==> src/hdl/assert_macros.svh <==
// Assertion macros shared by the block position mapper modules.
`ifndef ASSERT_MACROS_SVH
`define ASSERT_MACROS_SVH
`ifndef ASSERT_OFF
// Checks a property on every rising clock edge outside reset.
`define ASSERT_PROP(lbl, clk, rst_n, prop, msg) \
  lbl: assert property (@(posedge clk) disable iff (!rst_n) prop) else $error(msg);
// Checks that a condition never holds on a rising clock edge outside reset.
`define ASSERT_NEVER(lbl, clk, rst_n, cond, msg) \
  lbl: assert property (@(posedge clk) disable iff (!rst_n) !(cond)) else $error(msg);
`else
`define ASSERT_PROP(lbl, clk, rst_n, prop, msg)
`define ASSERT_NEVER(lbl, clk, rst_n, cond, msg)
`endif
`endif

==> src/hdl/cbpm_pkg.sv <==
// Types and codes shared by the block position mapper modules.
package cbpm_pkg;

  localparam int unsigned PosW = 31;
  localparam int unsigned LenW = 28;
  localparam logic [PosW-1:0] PosMax = '1;

  // Input item kinds.
  localparam logic [1:0] KindStart     = 2'd0;
  localparam logic [1:0] KindCigar     = 2'd1;
  localparam logic [1:0] KindRefQuery  = 2'd2;
  localparam logic [1:0] KindReadQuery = 2'd3;

  // CIGAR operation codes that change state.
  localparam logic [3:0] OpMatch = 4'd0;
  localparam logic [3:0] OpIns   = 4'd1;
  localparam logic [3:0] OpDel   = 4'd2;
  localparam logic [3:0] OpSkip  = 4'd3;
  localparam logic [3:0] OpSoft  = 4'd4;
  localparam logic [3:0] OpEqual = 4'd7;
  localparam logic [3:0] OpDiff  = 4'd8;

  // Result kinds.
  localparam logic [1:0] ResEnd     = 2'd0;
  localparam logic [1:0] ResReadPos = 2'd1;
  localparam logic [1:0] ResRefPos  = 2'd2;

  typedef struct packed {
    logic [1:0]        kind;
    logic [PosW-1:0]   alignment_start;
    logic              unmapped;
    logic [3:0]        op_code;
    logic [LenW-1:0]   op_length;
    logic              last_op;
    logic signed [31:0] query_position;
  } in_item_t;

  typedef struct packed {
    logic [1:0]      result_kind;
    logic [PosW-1:0] position_value;
    logic            table_overflow;
  } out_item_t;

  // One aligned block of the table.
  typedef struct packed {
    logic [PosW-1:0] read_start;
    logic [PosW-1:0] ref_start;
    logic [LenW-1:0] length;
  } block_t;

  // Commands from the controller to the datapath.
  typedef struct packed {
    logic accept;
    logic walk;
    logic load_query;
  } cmd_t;

  // Status from the datapath to the controller.
  typedef struct packed {
    logic is_query;
    logic item_result;
    logic walk_done;
  } status_t;

endpackage

==> src/hdl/cbpm_ctrl.sv <==
// Controller of the block position mapper: handshakes, query walk sequencing and output valid.
module cbpm_ctrl import cbpm_pkg::*; (
  input  logic    clk_i,
  input  logic    rst_ni,
  input  logic    in_valid_i,
  output logic    in_stall_o,
  output logic    out_valid_o,
  input  logic    out_stall_i,
  input  status_t status_i,
  output cmd_t    cmd_o
);

  typedef enum logic [1:0] {
    ST_IDLE,
    ST_WALK,
    ST_FINISH
  } state_e;

  state_e state_q;
  logic   out_valid_q;
  logic   out_free;
  logic   accept;

  // The output register is free when empty or being drained in this cycle.
  assign out_free   = !out_valid_q || !out_stall_i;
  assign in_stall_o = !((state_q == ST_IDLE) && out_free);
  assign accept     = in_valid_i && !in_stall_o;

  assign cmd_o.accept     = accept;
  assign cmd_o.walk       = (state_q == ST_WALK);
  assign cmd_o.load_query = (state_q == ST_FINISH) && out_free;

  // State and output valid.
  always_ff @(posedge clk_i or negedge rst_ni) begin
    if (!rst_ni) begin
      state_q     <= ST_IDLE;
      out_valid_q <= 1'b0;
    end else begin
      if ((accept && status_i.item_result) || cmd_o.load_query) begin
        out_valid_q <= 1'b1;
      end else if (!out_stall_i) begin
        out_valid_q <= 1'b0;
      end
      case (state_q)
        ST_IDLE: begin
          if (accept && status_i.is_query) begin
            state_q <= ST_WALK;
          end
        end
        ST_WALK: begin
          if (status_i.walk_done) begin
            state_q <= ST_FINISH;
          end
        end
        ST_FINISH: begin
          if (out_free) begin
            state_q <= ST_IDLE;
          end
        end
        default: begin
          state_q <= ST_IDLE;
        end
      endcase
    end
  end

  assign out_valid_o = out_valid_q;

`include "assert_macros.svh"

  `ASSERT_PROP(a_accept_idle, clk_i, rst_ni, accept |-> state_q == ST_IDLE, "item accepted during a query")
  `ASSERT_PROP(a_finish_after_walk, clk_i, rst_ni, state_q == ST_FINISH |-> $past(state_q) == ST_WALK || $past(state_q) == ST_FINISH, "finish not entered from walk")
  `ASSERT_NEVER(a_no_overwrite, clk_i, rst_ni, cmd_o.load_query && out_valid_q && out_stall_i, "query result overwrites a waiting beat")

endmodule

==> config.mk <==
export PLATFORM = sky130hd
export DESIGN_NAME = cbpm_ctrl
export DESIGN_NICKNAME = d
export VERILOG_FILES = /design/src/hdl/cbpm_pkg.sv /design/src/hdl/cbpm_ctrl.sv
export VERILOG_INCLUDE_DIRS = /design/src /design/src/hdl
export SDC_FILE = /design/constraint.sdc
export NUM_CORES = 1
export LEC_CHECK = 0
export ABC_AREA = 1
export BUFFER_PORTS_ARGS = -buffer_cell sky130_fd_sc_hd__buf_2
export CORE_AREA = 5 5 42 44
export DETAILED_ROUTE_END_ITERATION = 6
export DIE_AREA = 0 0 47 49
export SETUP_SLACK_MARGIN = 0.05
export SYNTH_ARGS = -nofsm -noshare
export SYNTH_HDL_FRONTEND = slang
export SYNTH_SLANG_ARGS = --single-unit
==> constraint.sdc <==
create_clock -name clk_i -period 1.6 [get_ports clk_i]
set_clock_uncertainty 0.2 [all_clocks]
set_input_delay 0.24 -clock clk_i [delete_from_list [all_inputs] [get_ports clk_i]]
set_output_delay 0.24 -clock clk_i [all_outputs]
set_load 0.05 [all_outputs]
==> metrics.md <==
| Metric | Value |
|---|---|
| Run status | finished clean |
| CP startpoint | state_q[0] |
| Number of max-cap violations | 0 |
| Post-synth top flop | dfrtp_1 |
| Clock Power Share | between 20% and 30% |
| Switching power | between 200 and 300 µW |
| R2R depth | 4 |
| Fin. Hold Viols | 0 |
| Top post-synthesis cells by area | dfrtp_1, nand2_1, inv_1, nand4_1, nor2_2 |
| Clock sinks | 3 |
| Post-synthesis mux area share | 0% |
| IO Pins | 12 |
| Synth-to-Final Area Change | 104% |
| Min-Delay Path Depth | 3 |
| PD cells | 1630 nW/µm² |
| Slowest cell on the critical path | dfrtp_2 |
| Comb power frac | 54.8% |
| Worst-Skew Late Latency | approximately 0.23 ns |
| PortBufs | 11 |
| Worst Setup Path Type | register to primary output |
| Placer Congestion | 0.696 |
| Vias post-DR | about 210 |
| Post-Place Setup Slack | 0.148 ns |
| H-Tree Depth | 1 |
| Worst-path clk slew | 0.04 ns |
| Fin area | between 300 and 400 µm² |
| Clk root buf | clkbuf_4 |
| CTS buffer count | 3 |
| Register bit total from synthesis | 3 |
| Clock Tree Buf Depth | 2 |
| Worst hold slack | 0.0255 ns |
| Crit Path Max Fanout | 4 |
| Core Area | roughly 1400 µm² |
| Crit-path leading delay family | flip-flops |
| Synth Area in XOR/XNOR | 0% |
| Met1 Routed Length | 204 µm |
| Initial Utilization | 12.3% |
| Post-synth net total | 32 |
| Final #Nets | 50 |
| ANT cells | 0 |
| Critical path cell sequence | nor2_4, nand2_4, nor2_4, buf_6 |
| RSZ-0062 raised after global routing | true |
| Routed Antenna Nets | 0 |
| Die X | ~47 µm |
| Final WS setup | approximately 0.053 ns |
| CP required | 1.16 ns |
| IR Drop Worst-Case VDD | 304 µV |
| Post-synthesis sequential area ratio | 43.5% |
| Adder-Cell Fraction of Synth Area | 0% |
| YS warnings | 0 |
| Sequential fraction of design power | 22.0% |
| Highest routed layer | met3 |
| Placed inst area | 270 µm² |
| Period utilisation layout | a little over nine tenths |
| DRC Markers | 0 |
| First-pass GRT wire length | 772 µm |
| Vias in the first global route | 212 |
| Area of the mapped netlist | 173 µm² |
| Row count | 14 |
| Complex-gate fraction of the synthesized area | 0% |
| Remaining Overflow, GRT | 0 |
| Synth Area in Simple Gates | just over 40% |
| Routed length on met3 | 52 µm |
| Crit path top cell by count | nor2_4 |
| Count of cell types in the netlist | 9 |
| Int Pwr | roughly 290 µW |
| Post-synth EDFFs | 0 |
| Reg-to-Reg Start | state_q[0] |
| Worst hold path type | primary input to register |
| Fmax | 0.646 GHz |
| Largest net degree at the start of global routing | 5 |
| Synth area leader | dfrtp_1 |
| Pre-antenna DRT Iters | 1 |
| Total power | ~570 µW |
| CP Capture Type | primary output |
| Initial antenna violation count | 0 |
| CTS tree | built |
| Synth top area share | 43.5% |
| Iteration-0 DRC Markers | 0 |
| Die span in y | 49 µm |
| Critical Path AT | 1.11 ns |
| Leakage | 0.187 nW |
| Sw Ratio | between 40% and 50% |
| Fill cells | roughly 160 |
| Drt total wl | 511 µm |
| Layout cells sized above 1 | 66.7% |
| Vias/cell | 3.59 |
| Synthesized area per cell | 6.91 µm² |
| Setup-failing EPs final | 0 |
| CP startpoint kind | register |
| Min cycle time layout | ~1.5 ns |
| Crit path buf inv count | 1 |
| Worst stage delay on the critical path | 0.45 ns |
| Worst hold start | status_i[0] |
| Max Slew Vio Count | 0 |
| R2R setup slack | 0.49 ns |
| Die area | between 2000 and 2500 µm² |
| Length of routed met2 wiring | 254 µm |
| Synth top cells by count | nand2_1, inv_1, dfrtp_1, nor2_1 |
| Worst slew pin tran | 0.251 ns |
| Headroom to the max-slew limit | between 80 and 90% |
| Main combinational cell family by area after synthesis | simple AND/OR/NAND/NOR gates |
| Cell count after synthesis | 25 |
| Detailed Place HPWL | 389 µm |
| GRT Util Overall | around 5% |
| Synth async-reset ratio | 100% |
| Routed WL per cell | 8.81 µm |
| CP Depth | 4 |
| Top-count cell post-synth | nand2_1 |
==> timing repair <==
item	in CTS	in global routing
hold buffers	1	0
resized for setup	9	2
setup endpoints to repair	4	3
setup buffers	2	0
pin swaps	3	2
hold endpoints to repair	3	0
==> layout make-up <==
| class | instances | area, µm² | area share (%) |
|---|---|---|---|
| sequential | 3 | 78.8 | 22.4 |
| tap | 16 | 20.0 | 5.69 |
| multi-input combinational | 16 | 110 | 31.3 |
| clock buffer | 4 | 26.3 | 7.47 |
| inverter | 5 | 21.3 | 6.05 |
| timing repair buffer | 14 | 95.1 | 27.0 |
==> layout by cell type (no fill, tap or decap) <==
cell type      count
nand4_1            2
nor2_4             2
nor2_2             1
dlygate4sd3_1      1
nand2_1            6
clkbuf_1           1
dfrtp_2            3
nor3_4             1
buf_2              8
buf_4              3
nand2_4            2
nor2_1             2
inv_4              1
inv_1              2
buf_6              2
clkbuf_4           3
inv_2              2
==> flip-flops by register name, summed over array words and instances, names as in the netlist <==
name,cells
out_valid_o,1
state_q,2
==> metrics by stage <==
stage | util (%) | std cells | TNS [ns]
global placement | 19.3 | 51 | 0
finish | 25.1 | 58 | 0
global route | 25.1 | 58 | 0
detailed placement | 19.3 | 51 | 0
CTS | 25.0 | 58 | 0
floorplan | - | 25 | -0.00556
==> power by group through the flow <==
stage,registers [mW],clock network [mW],logic [mW]
2_1_floorplan,0.152,0,0.185
3_3_place_gp,0.121,0,0.260
3_5_place_dp,0.121,0,0.263
4_1_cts,0.125,0.137,0.315
5_1_grt,0.129,0.140,0.332
6_report,0.126,0.133,0.314
==> worst min-delay path, stage by stage <==
cell and delay (ns):
buf_2 0.08, nand2_1 0.04, nand2_1 0.05
==> per-layer routing <==
layer  track usage [%]  vias to the layer above
met5                 0                        -
met4              4.15                        0
met3              2.21                        0
met2              6.56                        7
met1              5.75                       92
li1                  -                      109
==> cell families after synthesis <==
family                 count (synthesis)
DFF                                    3
buffers and inverters                  6
and+or+nand+nor                       16
==> worst paths after layout <==
kind | to
worst min register to register | state_q[0]
min in group asynchronous | state_q[1]
worst max-delay path | cmd_o[2]
worst max register to register | state_q[0]
worst min-delay path | state_q[1]
max in group asynchronous | out_valid_o
Power figures use the tool's default switching activity.
